===== src/hw/rtl/tpg_pkg.sv =====
package tpg_pkg;

   // fixed field widths
   localparam int COORD_BITS = 16;
   localparam int CSR_W      = 12;
   localparam int NORM_W     = 16;
   localparam int ID_W       = 6;
   localparam int SPAN_W     = COORD_BITS + 1;
   // magnitude of a scaled delta entering the divider
   localparam int DIV_W      = 28;
   // sum of two squared differences, padded to an even width
   localparam int SQ_W       = 2 * SPAN_W;

   localparam logic [ID_W-1:0] NO_ID         = 6'd63;
   localparam logic [1:0]      DISCARD_START = 2'd2;

   // configuration register indexes
   localparam logic CSR_WIDTH  = 1'b0;
   localparam logic CSR_HEIGHT = 1'b1;

   typedef enum logic [2:0] {
      ACT_DOWN     = 3'd0,
      ACT_UP       = 3'd1,
      ACT_MOVE     = 3'd2,
      ACT_PTR_DOWN = 3'd3,
      ACT_PTR_UP   = 3'd4,
      ACT_TICK     = 3'd5,
      ACT_OTHER    = 3'd6
   } action_type;

   typedef enum logic [2:0] {
      OP_NONE,
      OP_TICK,
      OP_PAN_DOWN,
      OP_PAN_UP,
      OP_PAN_MOVE,
      OP_PINCH_START,
      OP_PINCH_UP,
      OP_PINCH_MOVE
   } op_type;

   typedef logic [COORD_BITS-1:0] coord_type;

   // one classified event between front and back
   typedef struct packed {
      op_type    op;
      coord_type ax;
      coord_type ay;
      coord_type bx;
      coord_type by;
      logic [4:0] id0;
      logic [4:0] id1;
   } item_type;

   typedef enum logic [3:0] {
      ST_IDLE,
      ST_EXEC,
      ST_SQ_X,
      ST_SQ_Y,
      ST_SQRT_GO,
      ST_SQRT_WAIT,
      ST_DIVA_GO,
      ST_DIVA_WAIT,
      ST_DIVB_GO,
      ST_DIVB_WAIT
   } state_type;

endpackage


===== src/hw/rtl/tpg_front.sv =====
module tpg_front import tpg_pkg::*; (
   input  logic       clock,
   input  logic       reset,
   input  logic       push,
   output logic       full,
   input  logic [2:0] action,
   input  logic [3:0] pointer_count,
   input  coord_type  first_x,
   input  coord_type  first_y,
   input  coord_type  second_x,
   input  coord_type  second_y,
   input  logic [4:0] first_id,
   input  logic [4:0] second_id,
   input  logic       pop,
   output logic       empty,
   output item_type   head
);

   logic [1:0] cnt_ff, cnt_in;
   logic       wr_ptr_ff, wr_ptr_in;
   logic       rd_ptr_ff, rd_ptr_in;
   item_type   slot_ff [2];
   op_type     op;
   logic       wr_en;
   logic       rd_en;

   // classify the event; ignored ones never enter the queue
   always_comb begin
      op = OP_NONE;
      if (action_type'(action) == ACT_TICK) begin
         op = OP_TICK;
      end else if (pointer_count == 4'd1) begin
         case (action_type'(action))
            ACT_DOWN: op = OP_PAN_DOWN;
            ACT_UP:   op = OP_PAN_UP;
            ACT_MOVE: op = OP_PAN_MOVE;
            default:  op = OP_NONE;
         endcase
      end else if (pointer_count == 4'd2) begin
         case (action_type'(action))
            ACT_PTR_DOWN: op = OP_PINCH_START;
            ACT_PTR_UP:   op = OP_PINCH_UP;
            ACT_MOVE:     op = OP_PINCH_MOVE;
            default:      op = OP_NONE;
         endcase
      end
   end

   assign full  = (cnt_ff == 2'd2);
   assign empty = (cnt_ff == 2'd0);
   assign wr_en = push && !full && (op != OP_NONE);
   assign rd_en = pop && !empty;
   assign head  = slot_ff[rd_ptr_ff];

   // pointers and fill count
   always_comb begin
      wr_ptr_in = wr_ptr_ff ^ wr_en;
      rd_ptr_in = rd_ptr_ff ^ rd_en;
      cnt_in    = cnt_ff;
      if (wr_en && !rd_en) begin
         cnt_in = cnt_ff + 2'd1;
      end else if (!wr_en && rd_en) begin
         cnt_in = cnt_ff - 2'd1;
      end
   end

   always_ff @(posedge clock) begin
      if (reset) begin
         cnt_ff    <= 2'd0;
         wr_ptr_ff <= 1'b0;
         rd_ptr_ff <= 1'b0;
      end else begin
         cnt_ff    <= cnt_in;
         wr_ptr_ff <= wr_ptr_in;
         rd_ptr_ff <= rd_ptr_in;
      end
   end

   // queue slots
   always_ff @(posedge clock) begin
      if (wr_en) begin
         slot_ff[wr_ptr_ff] <= '{op: op, ax: first_x, ay: first_y, bx: second_x,
                                 by: second_y, id0: first_id, id1: second_id};
      end
   end

endmodule


===== src/hw/rtl/tpg_div.sv =====
module tpg_div import tpg_pkg::*; (
   input  logic                     clock,
   input  logic                     reset,
   input  logic                     start,
   input  logic                     neg,
   input  logic [DIV_W-1:0]         num,
   input  logic [CSR_W-1:0]         den,
   output logic                     done,
   output logic signed [NORM_W-1:0] quot
);

   localparam int CNT_W = $clog2(DIV_W);

   logic                     busy_ff, busy_in;
   logic                     done_ff, done_in;
   logic [CNT_W-1:0]         cnt_ff, cnt_in;
   logic [CSR_W-1:0]         rem_ff, rem_in;
   logic [DIV_W-1:0]         q_ff, q_in;
   logic [CSR_W-1:0]         den_ff, den_in;
   logic                     neg_ff, neg_in;
   logic signed [NORM_W-1:0] quot_ff, quot_in;
   logic [CSR_W:0]           rem_sh;
   logic                     ge;
   logic [CSR_W:0]           rem_sub;
   logic [DIV_W-1:0]         q_nx;

   // one restoring step per cycle, quotient shifts in behind the dividend
   assign rem_sh  = {rem_ff, q_ff[DIV_W-1]};
   assign ge      = (rem_sh >= {1'b0, den_ff});
   assign rem_sub = rem_sh - {1'b0, den_ff};
   assign q_nx    = {q_ff[DIV_W-2:0], ge};

   always_comb begin
      busy_in = busy_ff;
      done_in = 1'b0;
      cnt_in  = cnt_ff;
      rem_in  = rem_ff;
      q_in    = q_ff;
      den_in  = den_ff;
      neg_in  = neg_ff;
      quot_in = quot_ff;
      if (start) begin
         busy_in = 1'b1;
         cnt_in  = '0;
         rem_in  = '0;
         q_in    = num;
         den_in  = den;
         neg_in  = neg;
      end else if (busy_ff) begin
         rem_in = ge ? rem_sub[CSR_W-1:0] : rem_sh[CSR_W-1:0];
         q_in   = q_nx;
         cnt_in = cnt_ff + 1'b1;
         if (cnt_ff == CNT_W'(DIV_W - 1)) begin
            busy_in = 1'b0;
            done_in = 1'b1;
            // truncate toward zero, then saturate to Q5.11 (signed 16 bits)
            if (neg_ff) begin
               if (q_nx >= DIV_W'(32768)) begin
                  quot_in = 16'sh8000;
               end else begin
                  quot_in = -$signed(q_nx[NORM_W-1:0]);
               end
            end else begin
               if (q_nx > DIV_W'(32767)) begin
                  quot_in = 16'sh7fff;
               end else begin
                  quot_in = $signed(q_nx[NORM_W-1:0]);
               end
            end
         end
      end
   end

   always_ff @(posedge clock) begin
      if (reset) begin
         busy_ff <= 1'b0;
         done_ff <= 1'b0;
      end else begin
         busy_ff <= busy_in;
         done_ff <= done_in;
      end
   end

   always_ff @(posedge clock) begin
      cnt_ff  <= cnt_in;
      rem_ff  <= rem_in;
      q_ff    <= q_in;
      den_ff  <= den_in;
      neg_ff  <= neg_in;
      quot_ff <= quot_in;
   end

   assign done = done_ff;
   assign quot = quot_ff;

endmodule


===== src/hw/rtl/tpg_sqrt.sv =====
module tpg_sqrt import tpg_pkg::*; (
   input  logic              clock,
   input  logic              reset,
   input  logic              start,
   input  logic [SQ_W-1:0]   value,
   output logic              done,
   output logic [SPAN_W-1:0] root
);

   localparam int CNT_W = $clog2(SPAN_W);
   localparam int REM_W = SPAN_W + 2;

   logic              busy_ff, busy_in;
   logic              done_ff, done_in;
   logic [CNT_W-1:0]  cnt_ff, cnt_in;
   logic [SQ_W-1:0]   val_ff, val_in;
   logic [REM_W-1:0]  rem_ff, rem_in;
   logic [SPAN_W-1:0] root_ff, root_in;
   logic [REM_W+1:0]  rem_sh;
   logic [REM_W+1:0]  trial;
   logic              ge;
   logic [REM_W+1:0]  rem_sub;

   // one result bit per cycle, two radicand bits brought down each step
   assign rem_sh  = {rem_ff, val_ff[SQ_W-1:SQ_W-2]};
   assign trial   = {2'b00, root_ff, 2'b01};
   assign ge      = (rem_sh >= trial);
   assign rem_sub = rem_sh - trial;

   always_comb begin
      busy_in = busy_ff;
      done_in = 1'b0;
      cnt_in  = cnt_ff;
      val_in  = val_ff;
      rem_in  = rem_ff;
      root_in = root_ff;
      if (start) begin
         busy_in = 1'b1;
         cnt_in  = '0;
         val_in  = value;
         rem_in  = '0;
         root_in = '0;
      end else if (busy_ff) begin
         val_in  = {val_ff[SQ_W-3:0], 2'b00};
         rem_in  = ge ? rem_sub[REM_W-1:0] : rem_sh[REM_W-1:0];
         root_in = {root_ff[SPAN_W-2:0], ge};
         cnt_in  = cnt_ff + 1'b1;
         if (cnt_ff == CNT_W'(SPAN_W - 1)) begin
            busy_in = 1'b0;
            done_in = 1'b1;
         end
      end
   end

   always_ff @(posedge clock) begin
      if (reset) begin
         busy_ff <= 1'b0;
         done_ff <= 1'b0;
      end else begin
         busy_ff <= busy_in;
         done_ff <= done_in;
      end
   end

   always_ff @(posedge clock) begin
      cnt_ff  <= cnt_in;
      val_ff  <= val_in;
      rem_ff  <= rem_in;
      root_ff <= root_in;
   end

   assign done = done_ff;
   assign root = root_ff;

endmodule


===== src/hw/rtl/tpg_back.sv =====
module tpg_back import tpg_pkg::*; (
   input  logic                     clock,
   input  logic                     reset,
   input  logic                     empty,
   input  item_type                 head,
   output logic                     pop,
   input  logic [CSR_W-1:0]         surface_width,
   input  logic [CSR_W-1:0]         surface_height,
   output logic                     rsp_empty,
   input  logic                     rsp_pop,
   output logic                     rsp_gesture_active,
   output logic signed [NORM_W-1:0] rsp_move_dx,
   output logic signed [NORM_W-1:0] rsp_move_dy,
   output logic signed [NORM_W-1:0] rsp_span_delta
);

   state_type state_ff, state_in;
   item_type  cur_ff, cur_in;

   logic                     pan_on_ff, pan_on_in;
   logic                     pinch_on_ff, pinch_on_in;
   coord_type                lpan_x_ff, lpan_x_in;
   coord_type                lpan_y_ff, lpan_y_in;
   logic [1:0]               discard_ff, discard_in;
   logic [ID_W-1:0]          id0_ff, id0_in;
   logic [ID_W-1:0]          id1_ff, id1_in;
   coord_type                lpp_ff [4];
   coord_type                lpp_in [4];
   logic [SPAN_W-1:0]        last_span_ff, last_span_in;
   logic signed [NORM_W-1:0] pend_dx_ff, pend_dx_in;
   logic signed [NORM_W-1:0] pend_dy_ff, pend_dy_in;
   logic signed [NORM_W-1:0] pend_fdx_ff, pend_fdx_in;
   logic signed [NORM_W-1:0] pend_sd_ff, pend_sd_in;

   // working registers of one event
   coord_type                pt_ff [4];
   coord_type                pt_in [4];
   logic                     is_move_ff, is_move_in;
   logic                     tgt_pinch_ff, tgt_pinch_in;
   logic [2*COORD_BITS-1:0]  sqx_ff, sqx_in;
   logic [2*COORD_BITS-1:0]  sqy_ff, sqy_in;
   logic [DIV_W-1:0]         ja_num_ff, ja_num_in, jb_num_ff, jb_num_in;
   logic                     ja_neg_ff, ja_neg_in, jb_neg_ff, jb_neg_in;
   logic [CSR_W-1:0]         ja_den_ff, ja_den_in, jb_den_ff, jb_den_in;

   // result register
   logic                     rv_ff, rv_in;
   logic                     ract_ff, ract_in;
   logic signed [NORM_W-1:0] rdx_ff, rdx_in;
   logic signed [NORM_W-1:0] rdy_ff, rdy_in;
   logic signed [NORM_W-1:0] rds_ff, rds_in;

   // shared units
   logic                     div_start, div_done;
   logic [DIV_W-1:0]         div_num;
   logic                     div_neg;
   logic [CSR_W-1:0]         div_den;
   logic signed [NORM_W-1:0] div_quot;
   logic                     sq_start, sq_done;
   logic [SQ_W-1:0]          sq_val;
   logic [SPAN_W-1:0]        sq_root;

   // datapath helpers
   logic [CSR_W-1:0]         wdiv, hdiv, mdiv, maxdim;
   logic signed [COORD_BITS:0] ddx, ddy, sdx, sdy;
   logic [COORD_BITS-1:0]    ddx_mag, ddy_mag, sdx_mag, sdy_mag;
   logic signed [SPAN_W:0]   dspan, dsum;
   logic [SPAN_W-1:0]        dspan_mag, dsum_mag;
   logic                     m_fwd, m_swp;

   tpg_div u_div (
      .clock (clock),
      .reset (reset),
      .start (div_start),
      .neg   (div_neg),
      .num   (div_num),
      .den   (div_den),
      .done  (div_done),
      .quot  (div_quot)
   );

   tpg_sqrt u_sqrt (
      .clock (clock),
      .reset (reset),
      .start (sq_start),
      .value (sq_val),
      .done  (sq_done),
      .root  (sq_root)
   );

   // divisors, zero reads as one
   assign wdiv   = (surface_width == '0) ? CSR_W'(1) : surface_width;
   assign hdiv   = (surface_height == '0) ? CSR_W'(1) : surface_height;
   assign maxdim = (surface_width > surface_height) ? surface_width : surface_height;
   assign mdiv   = (maxdim == '0) ? CSR_W'(1) : maxdim;

   // pan displacement
   assign ddx     = $signed({1'b0, cur_ff.ax}) - $signed({1'b0, lpan_x_ff});
   assign ddy     = $signed({1'b0, cur_ff.ay}) - $signed({1'b0, lpan_y_ff});
   assign ddx_mag = ddx[COORD_BITS] ? COORD_BITS'(-ddx) : ddx[COORD_BITS-1:0];
   assign ddy_mag = ddy[COORD_BITS] ? COORD_BITS'(-ddy) : ddy[COORD_BITS-1:0];

   // finger separation
   assign sdx     = $signed({1'b0, pt_ff[2]}) - $signed({1'b0, pt_ff[0]});
   assign sdy     = $signed({1'b0, pt_ff[3]}) - $signed({1'b0, pt_ff[1]});
   assign sdx_mag = sdx[COORD_BITS] ? COORD_BITS'(-sdx) : sdx[COORD_BITS-1:0];
   assign sdy_mag = sdy[COORD_BITS] ? COORD_BITS'(-sdy) : sdy[COORD_BITS-1:0];

   // span change and focus sum change
   assign dspan     = $signed({1'b0, sq_root}) - $signed({1'b0, last_span_ff});
   assign dsum      = $signed({1'b0, {1'b0, pt_ff[0]} + {1'b0, pt_ff[2]}})
                    - $signed({1'b0, {1'b0, lpp_ff[0]} + {1'b0, lpp_ff[2]}});
   assign dspan_mag = dspan[SPAN_W] ? SPAN_W'(-dspan) : dspan[SPAN_W-1:0];
   assign dsum_mag  = dsum[SPAN_W] ? SPAN_W'(-dsum) : dsum[SPAN_W-1:0];

   assign m_fwd = ({1'b0, cur_ff.id0} == id0_ff) && ({1'b0, cur_ff.id1} == id1_ff);
   assign m_swp = ({1'b0, cur_ff.id0} == id1_ff) && ({1'b0, cur_ff.id1} == id0_ff);

   assign div_start = (state_ff == ST_DIVA_GO) || (state_ff == ST_DIVB_GO);
   assign div_num   = (state_ff == ST_DIVB_GO) ? jb_num_ff : ja_num_ff;
   assign div_neg   = (state_ff == ST_DIVB_GO) ? jb_neg_ff : ja_neg_ff;
   assign div_den   = (state_ff == ST_DIVB_GO) ? jb_den_ff : ja_den_ff;
   assign sq_start  = (state_ff == ST_SQRT_GO);
   assign sq_val    = {1'b0, {1'b0, sqx_ff} + {1'b0, sqy_ff}};
   assign pop       = (state_ff == ST_IDLE) && !empty;

   // sequencer
   always_comb begin
      state_in     = state_ff;
      cur_in       = cur_ff;
      pan_on_in    = pan_on_ff;
      pinch_on_in  = pinch_on_ff;
      lpan_x_in    = lpan_x_ff;
      lpan_y_in    = lpan_y_ff;
      discard_in   = discard_ff;
      id0_in       = id0_ff;
      id1_in       = id1_ff;
      lpp_in       = lpp_ff;
      last_span_in = last_span_ff;
      pend_dx_in   = pend_dx_ff;
      pend_dy_in   = pend_dy_ff;
      pend_fdx_in  = pend_fdx_ff;
      pend_sd_in   = pend_sd_ff;
      pt_in        = pt_ff;
      is_move_in   = is_move_ff;
      tgt_pinch_in = tgt_pinch_ff;
      sqx_in       = sqx_ff;
      sqy_in       = sqy_ff;
      ja_num_in    = ja_num_ff;
      ja_neg_in    = ja_neg_ff;
      ja_den_in    = ja_den_ff;
      jb_num_in    = jb_num_ff;
      jb_neg_in    = jb_neg_ff;
      jb_den_in    = jb_den_ff;
      rv_in        = rv_ff && !rsp_pop;
      ract_in      = ract_ff;
      rdx_in       = rdx_ff;
      rdy_in       = rdy_ff;
      rds_in       = rds_ff;

      unique case (state_ff)
         ST_IDLE: begin
            if (!empty) begin
               cur_in   = head;
               state_in = ST_EXEC;
            end
         end

         ST_EXEC: begin
            state_in = ST_IDLE;
            case (cur_ff.op)
               OP_TICK: begin
                  // wait for the result register to drain
                  if (rv_ff) begin
                     state_in = ST_EXEC;
                  end else begin
                     rv_in   = 1'b1;
                     ract_in = pan_on_ff || pinch_on_ff;
                     rdx_in  = pan_on_ff ? pend_dx_ff : (pinch_on_ff ? pend_fdx_ff : '0);
                     rdy_in  = pan_on_ff ? pend_dy_ff : '0;
                     rds_in  = (!pan_on_ff && pinch_on_ff) ? pend_sd_ff : '0;
                     pend_dx_in  = '0;
                     pend_dy_in  = '0;
                     pend_fdx_in = '0;
                     pend_sd_in  = '0;
                  end
               end
               OP_PAN_DOWN: begin
                  lpan_x_in  = cur_ff.ax;
                  lpan_y_in  = cur_ff.ay;
                  pend_dx_in = '0;
                  pend_dy_in = '0;
                  pan_on_in  = 1'b1;
               end
               OP_PAN_UP: begin
                  lpan_x_in  = '0;
                  lpan_y_in  = '0;
                  pend_dx_in = '0;
                  pend_dy_in = '0;
                  pan_on_in  = 1'b0;
               end
               OP_PAN_MOVE: begin
                  pinch_on_in = 1'b0;
                  lpan_x_in   = cur_ff.ax;
                  lpan_y_in   = cur_ff.ay;
                  if (!pan_on_ff) begin
                     pend_dx_in = '0;
                     pend_dy_in = '0;
                     discard_in = DISCARD_START;
                     pan_on_in  = 1'b1;
                  end else if (discard_ff != 2'd0) begin
                     discard_in = discard_ff - 2'd1;
                  end else begin
                     ja_num_in    = {1'b0, ddx_mag, 11'd0};
                     ja_neg_in    = ddx[COORD_BITS];
                     ja_den_in    = wdiv;
                     jb_num_in    = {1'b0, ddy_mag, 11'd0};
                     jb_neg_in    = ddy[COORD_BITS];
                     jb_den_in    = hdiv;
                     tgt_pinch_in = 1'b0;
                     state_in     = ST_DIVA_GO;
                  end
               end
               OP_PINCH_UP: begin
                  pinch_on_in  = 1'b0;
                  id0_in       = NO_ID;
                  id1_in       = NO_ID;
                  lpp_in       = '{default: '0};
                  last_span_in = '0;
                  pend_fdx_in  = '0;
                  pend_sd_in   = '0;
               end
               OP_PINCH_START, OP_PINCH_MOVE: begin
                  state_in = ST_SQ_X;
                  if ((cur_ff.op == OP_PINCH_MOVE) && (m_fwd || m_swp)) begin
                     is_move_in = 1'b1;
                     if (m_fwd) begin
                        pt_in = '{cur_ff.ax, cur_ff.ay, cur_ff.bx, cur_ff.by};
                     end else begin
                        pt_in = '{cur_ff.bx, cur_ff.by, cur_ff.ax, cur_ff.ay};
                     end
                  end else begin
                     // new pinch, also on unknown ids
                     is_move_in  = 1'b0;
                     pt_in       = '{cur_ff.ax, cur_ff.ay, cur_ff.bx, cur_ff.by};
                     lpp_in      = '{cur_ff.ax, cur_ff.ay, cur_ff.bx, cur_ff.by};
                     pinch_on_in = 1'b1;
                     pan_on_in   = 1'b0;
                     id0_in      = {1'b0, cur_ff.id0};
                     id1_in      = {1'b0, cur_ff.id1};
                     pend_fdx_in = '0;
                     pend_sd_in  = '0;
                  end
               end
               default: begin
                  state_in = ST_IDLE;
               end
            endcase
         end

         ST_SQ_X: begin
            sqx_in   = sdx_mag * sdx_mag;
            state_in = ST_SQ_Y;
         end

         ST_SQ_Y: begin
            sqy_in   = sdy_mag * sdy_mag;
            state_in = ST_SQRT_GO;
         end

         ST_SQRT_GO: begin
            state_in = ST_SQRT_WAIT;
         end

         ST_SQRT_WAIT: begin
            if (sq_done) begin
               last_span_in = sq_root;
               if (!is_move_ff) begin
                  state_in = ST_IDLE;
               end else begin
                  ja_num_in    = {dspan_mag, 11'd0};
                  ja_neg_in    = dspan[SPAN_W];
                  ja_den_in    = mdiv;
                  jb_num_in    = {1'b0, dsum_mag, 10'd0};
                  jb_neg_in    = dsum[SPAN_W];
                  jb_den_in    = wdiv;
                  tgt_pinch_in = 1'b1;
                  lpp_in       = pt_ff;
                  state_in     = ST_DIVA_GO;
               end
            end
         end

         ST_DIVA_GO: begin
            state_in = ST_DIVA_WAIT;
         end

         ST_DIVA_WAIT: begin
            if (div_done) begin
               if (tgt_pinch_ff) begin
                  pend_sd_in = div_quot;
               end else begin
                  pend_dx_in = div_quot;
               end
               state_in = ST_DIVB_GO;
            end
         end

         ST_DIVB_GO: begin
            state_in = ST_DIVB_WAIT;
         end

         ST_DIVB_WAIT: begin
            if (div_done) begin
               if (tgt_pinch_ff) begin
                  pend_fdx_in = div_quot;
               end else begin
                  pend_dy_in = div_quot;
               end
               state_in = ST_IDLE;
            end
         end

         default: begin
            state_in = ST_IDLE;
         end
      endcase
   end

   // control and gesture state
   always_ff @(posedge clock) begin
      if (reset) begin
         state_ff     <= ST_IDLE;
         rv_ff        <= 1'b0;
         pan_on_ff    <= 1'b0;
         pinch_on_ff  <= 1'b0;
         lpan_x_ff    <= '0;
         lpan_y_ff    <= '0;
         discard_ff   <= '0;
         id0_ff       <= '0;
         id1_ff       <= '0;
         lpp_ff       <= '{default: '0};
         last_span_ff <= '0;
         pend_dx_ff   <= '0;
         pend_dy_ff   <= '0;
         pend_fdx_ff  <= '0;
         pend_sd_ff   <= '0;
      end else begin
         state_ff     <= state_in;
         rv_ff        <= rv_in;
         pan_on_ff    <= pan_on_in;
         pinch_on_ff  <= pinch_on_in;
         lpan_x_ff    <= lpan_x_in;
         lpan_y_ff    <= lpan_y_in;
         discard_ff   <= discard_in;
         id0_ff       <= id0_in;
         id1_ff       <= id1_in;
         lpp_ff       <= lpp_in;
         last_span_ff <= last_span_in;
         pend_dx_ff   <= pend_dx_in;
         pend_dy_ff   <= pend_dy_in;
         pend_fdx_ff  <= pend_fdx_in;
         pend_sd_ff   <= pend_sd_in;
      end
   end

   // working payload
   always_ff @(posedge clock) begin
      cur_ff       <= cur_in;
      pt_ff        <= pt_in;
      is_move_ff   <= is_move_in;
      tgt_pinch_ff <= tgt_pinch_in;
      sqx_ff       <= sqx_in;
      sqy_ff       <= sqy_in;
      ja_num_ff    <= ja_num_in;
      ja_neg_ff    <= ja_neg_in;
      ja_den_ff    <= ja_den_in;
      jb_num_ff    <= jb_num_in;
      jb_neg_ff    <= jb_neg_in;
      jb_den_ff    <= jb_den_in;
      ract_ff      <= ract_in;
      rdx_ff       <= rdx_in;
      rdy_ff       <= rdy_in;
      rds_ff       <= rds_in;
   end

   assign rsp_empty          = !rv_ff;
   assign rsp_gesture_active = ract_ff;
   assign rsp_move_dx        = rdx_ff;
   assign rsp_move_dy        = rdy_ff;
   assign rsp_span_delta     = rds_ff;

endmodule


===== src/hw/rtl/touch_pan_pinch_gesture_tracker_core.sv =====
// channel   ports                          beat
// -------   -----------------------------  -----------------------------------
// request   push, full, req_*              push && !full, one touch event
// response  empty, pop, rsp_*              pop && !empty, one scene input
// csr       csr_write, csr_index, csr_data write, 0 width, 1 height
//
// Events enter a two-deep queue; ignored events are dropped there.
// Ticks and pan down/up need no arithmetic; a pan move past its discarded
// start runs two serial 28-step divides, a pinch start a 17-step square
// root, a matched pinch move the root plus two divides; one event at a time.
// Synchronous reset clears gesture state; width and height reset to 1.
// A tick waits while the previous scene input has not been popped.
module touch_pan_pinch_gesture_tracker_core import tpg_pkg::*; (
   input  logic                     clock,
   input  logic                     reset,
   input  logic                     push,
   output logic                     full,
   input  logic [2:0]               req_action,
   input  logic [3:0]               req_pointer_count,
   input  logic [15:0]              req_first_x,
   input  logic [15:0]              req_first_y,
   input  logic [15:0]              req_second_x,
   input  logic [15:0]              req_second_y,
   input  logic [4:0]               req_first_id,
   input  logic [4:0]               req_second_id,
   output logic                     empty,
   input  logic                     pop,
   output logic                     rsp_gesture_active,
   output logic signed [NORM_W-1:0] rsp_move_dx,
   output logic signed [NORM_W-1:0] rsp_move_dy,
   output logic signed [NORM_W-1:0] rsp_span_delta,
   input  logic                     csr_write,
   input  logic                     csr_index,
   input  logic [CSR_W-1:0]         csr_data
);

   logic [CSR_W-1:0] width_ff, width_in;
   logic [CSR_W-1:0] height_ff, height_in;
   logic             q_empty;
   logic             q_pop;
   item_type         q_head;

   // configuration registers
   always_comb begin
      width_in  = width_ff;
      height_in = height_ff;
      if (csr_write) begin
         unique case (csr_index)
            CSR_WIDTH:  width_in  = csr_data;
            CSR_HEIGHT: height_in = csr_data;
         endcase
      end
   end

   always_ff @(posedge clock) begin
      if (reset) begin
         width_ff  <= CSR_W'(1);
         height_ff <= CSR_W'(1);
      end else begin
         width_ff  <= width_in;
         height_ff <= height_in;
      end
   end

   tpg_front u_front (
      .clock         (clock),
      .reset         (reset),
      .push          (push),
      .full          (full),
      .action        (req_action),
      .pointer_count (req_pointer_count),
      .first_x       (req_first_x),
      .first_y       (req_first_y),
      .second_x      (req_second_x),
      .second_y      (req_second_y),
      .first_id      (req_first_id),
      .second_id     (req_second_id),
      .pop           (q_pop),
      .empty         (q_empty),
      .head          (q_head)
   );

   tpg_back u_back (
      .clock              (clock),
      .reset              (reset),
      .empty              (q_empty),
      .head               (q_head),
      .pop                (q_pop),
      .surface_width      (width_ff),
      .surface_height     (height_ff),
      .rsp_empty          (empty),
      .rsp_pop            (pop),
      .rsp_gesture_active (rsp_gesture_active),
      .rsp_move_dx        (rsp_move_dx),
      .rsp_move_dy        (rsp_move_dy),
      .rsp_span_delta     (rsp_span_delta)
   );

endmodule

===== config.mk =====
export PLATFORM = sky130hd
export DESIGN_NAME = touch_pan_pinch_gesture_tracker_core
export DESIGN_NICKNAME = d
export VERILOG_FILES = /design/src/hw/rtl/tpg_pkg.sv /design/src/hw/rtl/tpg_front.sv /design/src/hw/rtl/tpg_div.sv /design/src/hw/rtl/tpg_sqrt.sv /design/src/hw/rtl/tpg_back.sv /design/src/hw/rtl/touch_pan_pinch_gesture_tracker_core.sv
export SDC_FILE = /design/constraint.sdc
export NUM_CORES = 2
export LEC_CHECK = 0
export CAP_MARGIN = 20
export CORE_MARGIN = 3
export CORE_UTILIZATION = 45
export DETAILED_ROUTE_END_ITERATION = 6
export DONT_BUFFER_PORTS = 1
export GPL_TIMING_DRIVEN = 1
export PLACE_DENSITY = 0.61
export SYNTH_ARGS = -nofsm -noshare
export SYNTH_HDL_FRONTEND = slang
export SYNTH_SLANG_ARGS = --single-unit

===== constraint.sdc =====
create_clock -name clock -period 20.7 [get_ports clock]
set_input_delay 0 -clock clock [delete_from_list [all_inputs] [get_ports clock]]
set_output_delay 0 -clock clock [all_outputs]
set_load 0.05 [all_outputs]

## Yosys cells after proc, flatten, opt, wreduce, memory -nomap -nowiden

Memories as Yosys holds them, arrays and structs flattened. A register that Yosys moved wholly into a read port is not among the register bits.
Index checks and enable logic that the tools add are counted.

| word-level totals | value |
|---|---|
| flip-flop bits (word level) | 608 |
| memories | 1 |
| RAM bits | 154 |
| logic and storage cells | 342 |
| output and inout bits | 51 |

| cells by class | value |
|---|---|
| reductions and logical operators | 64 |
| bitwise operators | 8 |
| muxes and demuxes | 134 |
| magnitude comparators | 5 |
| add/subtract/negate cells | 23 |
| multiply operators | 2 |
| eq/ne operators | 51 |

Memory list:

| name | depth | width | rd ports | clocked after memory_dff | wr ports | RTL line | source |
|---|---|---|---|---|---|---|---|
| u_front.slot_ff | 2 | 77 | 1 | 1 | 1 | tpg_front.sv:22 | `item_type slot_ff [2];` |

Operator list:

| operator | number |
|---|---|
| 28-bit 2-to-1 mux | 13 |
| 64-bit 2-to-1 mux | 5 |
| 16-bit 2-to-1 mux | 17 |
| 64-bit one-hot mux with 2 select lines | 2 |
| 12-bit 2-to-1 mux | 16 |
| 16-bit one-hot mux with 2 select lines | 6 |
| 16-bit one-hot mux with 3 select lines | 3 |
| 28-bit one-hot mux with 2 select lines | 2 |
| 16-bit negation | 5 |
| 17-bit 2-to-1 mux | 4 |
| 16-bit by 16-bit subtractor with 17-bit output | 4 |
| 33-bit 2-to-1 mux | 2 |
| 16-bit by 16-bit multiplier with 32-bit output | 2 |
| 12-bit one-hot mux with 2 select lines | 2 |
| 4-bit one-hot mux with 10 select lines | 1 |
| 12-bit zero test | 3 |
| 17-bit by 17-bit subtractor with 18-bit output | 2 |
| 16-bit by 16-bit adder with 17-bit output | 2 |
| 17-bit negation | 2 |
| 17-bit one-hot mux with 2 select lines | 1 |
| 32-bit by 32-bit adder with 33-bit output | 1 |
| 1-bit 2-to-1 mux | 33 |
| 28-bit by 16-bit >= comparator with 1-bit output, second input constant | 1 |
| 28-bit by 15-bit > comparator with 1-bit output, second input constant | 1 |
| other kinds (51) | 157 |

## Depth between registers and ports, before layout

| depth | value |
|---|---|
| depth in word-level cells | 11 |
| mapped depth | 41 |
| depth with buffers taken out | 39 |

## By module

Synthesis repeated with hierarchy kept, for this count alone.

| unflattened totals | value |
|---|---|
| cells, all modules | 5462 |
| area, all modules | 56835.8 um2 |

Modules (own cells, without submodules):

| module | cells an instance | sequential area each (um2) | area an instance (um2) | times used |
|---|---|---|---|---|
| tpg_back | 4335 | 12732.2 | 41810.1 | 1 |
| tpg_front | 280 | 4704.5 | 5931.9 | 1 |
| tpg_sqrt | 389 | 1881.8 | 4113.9 | 1 |
| tpg_div | 365 | 2092.0 | 3983.8 | 1 |
| touch_pan_pinch_gesture_tracker_core | 93 | 480.5 | 996.0 | 1 |

## Worst setup path after synthesis

Ideal clock, no wire load.

| timing | value |
|---|---|
| path kind | reg2reg |
| start point | register u_back.pt_ff[16] (netlist bit) |
| end point | register u_back.sqx_ff[24], data pin |
| arrival | 8808 ps |
| path slack | 11635 ps |
| period minus slack after synthesis | 9065 ps |
| cell stages (with the launch flop) | 38 |
| cell sequence | edfxtp_1 inv_1 ha_1 fa_1 nor2b_1 o31a_1 o21a_1 o221ai_1 a31oi_1 nand3_1 nand2_1 nor2_1 xor2_1 clkinv_1 nand2_1 inv_1 fa_1 inv_1 [2 not listed] fa_1 inv_1 fa_1 fa_1 fa_1 inv_1 ha_1 and3_1 and3_1 a211oi_1 o21ai_1 a221o_1 a41oi_1 o21ai_1 or4_1 a41o_1 a21oi_1 xnor2_1 |

| on the way | value |
|---|---|
| longest elaborated chain between the ends | 4 |

RTL lines:

| what | RTL line | source |
|---|---|---|
| start: declaration | tpg_back.sv:36 | `coord_type pt_ff [4];` |
| start signal: assignment | tpg_back.sv:370 | `pt_ff <= pt_in;` |
| 16-bit by 16-bit subtractor with 17-bit output (*) | tpg_back.sv:104 | `assign sdx = $signed({1'b0, pt_ff[2]}) - $signed({1'b0, pt_ff[0]});` |
| 16-bit negation | tpg_back.sv:106 | `assign sdx_mag = sdx[COORD_BITS] ? COORD_BITS'(-sdx) : sdx[COORD_BITS-1:0];` |
| 16-bit 2-to-1 mux (*) | tpg_back.sv:106 |  |
| 16-bit by 16-bit multiplier with 32-bit output (*) | tpg_back.sv:262 | `sqx_in = sdx_mag * sdx_mag;` |
| end signal: assignment | tpg_back.sv:373 | `sqx_ff <= sqx_in;` |
| end: declaration | tpg_back.sv:40 | `logic [2*COORD_BITS-1:0] sqx_ff, sqx_in;` |

Every way passes the cells marked *; elsewhere a longest branch is shown, timed or not.
A chain may end at the register's enable or synchronous reset.

## Worst setup path in the final report

Ends and elaborated chain as after synthesis.

==> results by group <==
Logic synthesis
  – Synth cell types: 96
  – Synth Area in Compound Gates: 0.107
  – Adder-Cell Fraction of Synth Area: 0.217
  – Syn avg cell area: 10.1 µm²
  – Simple logic cell fraction of the synthesized area: 0.125
  – Seq/Total Area, Yosys: 0.394
  – Synth Register Bits: 814
  – Xor/xnor share of the synthesized area: 0.0487
  – Main combinational cell family by area after synthesis: adder cells
  – Post-Syn Instances: 5480
  – Mux cell area share after synthesis: 0.0456
  – YS warnings: 0
  – Cell Area, Synth: 55600 µm²
  – Synth Flop Type: edfxtp_1
  – Post-synth ARST share: 0
  – EDFF count, synth: 558
  – Synthesized Nets: 6325

Critical path
  – Critical-path maximum fanout: 12
  – Critical Path Sink Type: flop
  – Crit-path most repeated cell: fa_1
  – FF-to-FF End: u_back.sqx_ff[24]
  – Reg2Reg Depth: 37
  – Crit-path slowest cell: xor2_1
  – Crit path buffers/inverters: 7
  – Critical path data arrival time: 10.95 ns
  – Reg2Reg Setup Slack: 10.14 ns
  – CP peak stage delay: 0.70 ns
  – CP startpoint kind: flop
  – Reg-to-Reg Start: u_back.pt_ff[16]
  – Worst endpoint required time: 21.09 ns
  – Crit path kind: reg -> reg
  – CP delay by family, top: adder cells

Clock tree
  – Total CTS buffers: 89
  – CTS tree: yes
  – Worst-case clock buffer depth: 3
  – Clock Sinks: 814
  – Clk slew on worst S/H paths: 0.06 ns
  – H-tree level count: 3
  – CTS root buffer: clkbuf_16
  – Clk_lat worst skew: 0.68 ns
  – Setup repair bufs after CTS: 0

Die
  – Die X: 357 µm
  – Core footprint: 122000 µm²
  – Site Rows: 128
  – Die ar.: 128000 µm²
  – IO Pins: 150
  – Die H: 357 µm
  – Starting density of the core: 0.455

Worst hold path
  – Hold Crit Start: csr_data[1]
  – Hold Crit Class: in -> reg
  – Hold depth: 3
  – Hold Path Sink: width_ff[1]

Global routing
  – First-pass GRT wire length: 210000 µm
  – Antenna violations before repair: 1
  – Global route overflow: 0
  – Vias in the first global route: 38800
  – Total track usage: 0.206
  – Largest net degree at the start of global routing: 198

Layout
  – Share of post-route cells with drive strength above 1: 0.0771
  – # nets final: 6465
  – Syn-to-layout area delta: 12.0%
  – Fillers: 10900

Status
  – Outcome: complete, no violations

STA
  – Max Fclk: 94.7 MHz
  – Final min period: 10.56 ns
  – Setup TNS: 0 ns
  – Hold Slack: 0.0533 ns
  – Max Slew Vio Count: 0
  – Worst slew margin: 0.202
  – Final clock skew: 0.0518 ns
  – Final setup viols: 0
  – Slew @ Worst Pin: 1.19 ns
  – Final hold violations: 0
  – Unrepaired setup endpoints after global routing: false
  – Tcrit/Tclk final: 0.510

Placement
  – GP Congestion: 0.852
  – DPL Wire Length: 95100 µm
  – PortBufs: 0

Detailed routing
  – Post-route DRC: 0
  – Drt via density: 5.32
  – WL/cell: 17.8 µm
  – DR vias: 39000
  – Routed WL: 130000 µm
  – Initial DRC Count: 2772
  – Final ANT Viol Nets: 0
  – DRT Pass-1 Iters: 6

Job
  – Max Cap Viol: 0
[through the flow]
stage	setup WS [ns]	util	area (µm²)	cells
CTS	10.22	0.509	62200	7319
detailed placement	10.25	0.469	57300	6964
finish	10.14	0.509	62200	7323
global placement	10.47	0.469	57300	6964
global route	9.36	0.509	62200	7322
floorplan	11.63	-	55600	5480
[how the worst max path moves through the flow]
stage	from	cells past startpoint	end
finish	u_back.pt_ff[16]	37	u_back.sqx_ff[24]
global route	u_back.pt_ff[16]	37	u_back.sqx_ff[24]
CTS	u_back.pt_ff[16]	37	u_back.sqx_ff[24]
detailed placement	u_back.pt_ff[16]	37	u_back.sqx_ff[24]
global placement	u_back.pt_ff[16]	37	u_back.sqx_ff[24]
floorplan	u_back.pt_ff[16]	37	u_back.sqx_ff[24]
[cell type report]
| type | instances | area, µm² | area share |
|---|---|---|---|
| multi-input combinational | 3758 | 30300 | 0.487 |
| sequential | 814 | 21900 | 0.352 |
| inverter | 719 | 2700 | 0.0434 |
| clock buffer | 114 | 2360 | 0.0380 |
| timing repair buffer | 238 | 2290 | 0.0368 |
| tap | 1625 | 2030 | 0.0327 |
| clock inverter | 54 | 623 | 0.0100 |
| antenna | 1 | 2.50 | 0.0000402 |
[flip-flops by register name (all words and copies together), names as in the netlist, 17 cells and up]
signal and flops:
u_front.slot_ff 154, u_back.cur_ff 77, u_back.pt_ff 64, u_back.u_sqrt.val_ff 34
u_back.lpp_ff 32, u_back.sqx_ff 31, u_back.sqy_ff 31, u_back.u_div.q_ff 28
u_back.u_sqrt.rem_ff 19, u_back.ja_num_ff 17, u_back.jb_num_ff 17, u_back.last_span_ff 17
u_back.u_sqrt.root 17
[Yosys cell counts, drive strengths merged, types with 38 or more instances]
| cell type | instances | area (µm²) |
|---|---|---|
| inv | 714 | 2680 |
| edfxtp | 558 | 16800 |
| nand2 | 517 | 1940 |
| nor2 | 500 | 1880 |
| ha | 382 | 4780 |
| fa | 364 | 7290 |
| a21oi | 288 | 1450 |
| dfxtp | 256 | 5120 |
| o21ai | 210 | 1050 |
| xnor2 | 177 | 1580 |
| mux2 | 167 | 1880 |
| clkbuf | 159 | 618 |
| nand3 | 150 | 751 |
| xor2 | 127 | 1130 |
| nor3 | 86 | 435 |
| mux2i | 65 | 651 |
| and2 | 64 | 400 |
| a21o | 63 | 473 |
| o21a | 52 | 390 |
| nor2b | 43 | 269 |
| a211oi | 39 | 298 |
| a22oi | 39 | 293 |
| nand2b | 39 | 244 |
| a311oi | 38 | 333 |
[layout by cell type, fill, tap and decap left out, types with 19 or more instances in the layout]
master and instances:
nand4_1 22, o31ai_1 31, nor3_1 81, a211oi_1 38, inv_1 704, and2_1 62, a311oi_1 38, a21o_1 63
xnor2_1 172, or3_1 21, o21a_1 52, o21bai_1 21, ha_1 380, mux2_2 167, edfxtp_1 558, clkbuf_1 22
nand3_1 150, a22oi_1 39, nor2b_1 42, mux2i_1 65, nand2_1 517, fa_1 364, xor2_1 125, dlygate4sd3_1 186
buf_4 50, nor2_1 496, a31oi_1 21, dfxtp_1 253, a21oi_1 284, o21ai_0 202, clkbuf_16 90, nor4_1 19
nand2b_1 39
[metal layers]
layer	GRT usage	wire [µm]	vias up
li1	-	-	19000
met1	0.288	60200	18900
met2	0.332	59700	884
met3	0.0285	6260	202
met4	0.0644	3980	0
met5	0	0	-
[cells by family after synthesis]
group | count (synthesis)
DFF | 814
AOI/OAI and AO/OA | 927
and+or+nand+nor | 1549
muxes | 232
adders and majority gates | 746
buffers and inverters | 908
xor gates and xnor gates | 304
[worst register-to-register path: cells and delay by family, from the launching register on]
| family | cells | cell delay (ns) |
|---|---|---|
| AO/OA/AOI/OAI | 11 | 2.46 |
| AND/OR/NAND/NOR | 8 | 1.77 |
| flip-flops | 1 | 0.40 |
| XOR/XNOR | 2 | 0.80 |
| adder cells (fa/ha/maj) | 9 | 4.01 |
| buffers and inverters | 7 | 0.86 |
[timing repair]
| item | CTS | global route |
|---|---|---|
| endpoints found under the hold margin | 367 | 0 |
| gates resized for setup | 0 | 0 |
| hold buffers | 187 | 0 |
Power is left out: the tool's default activity adds up to more than one toggle a clock period on the data nets, which glitch-free logic cannot reach.
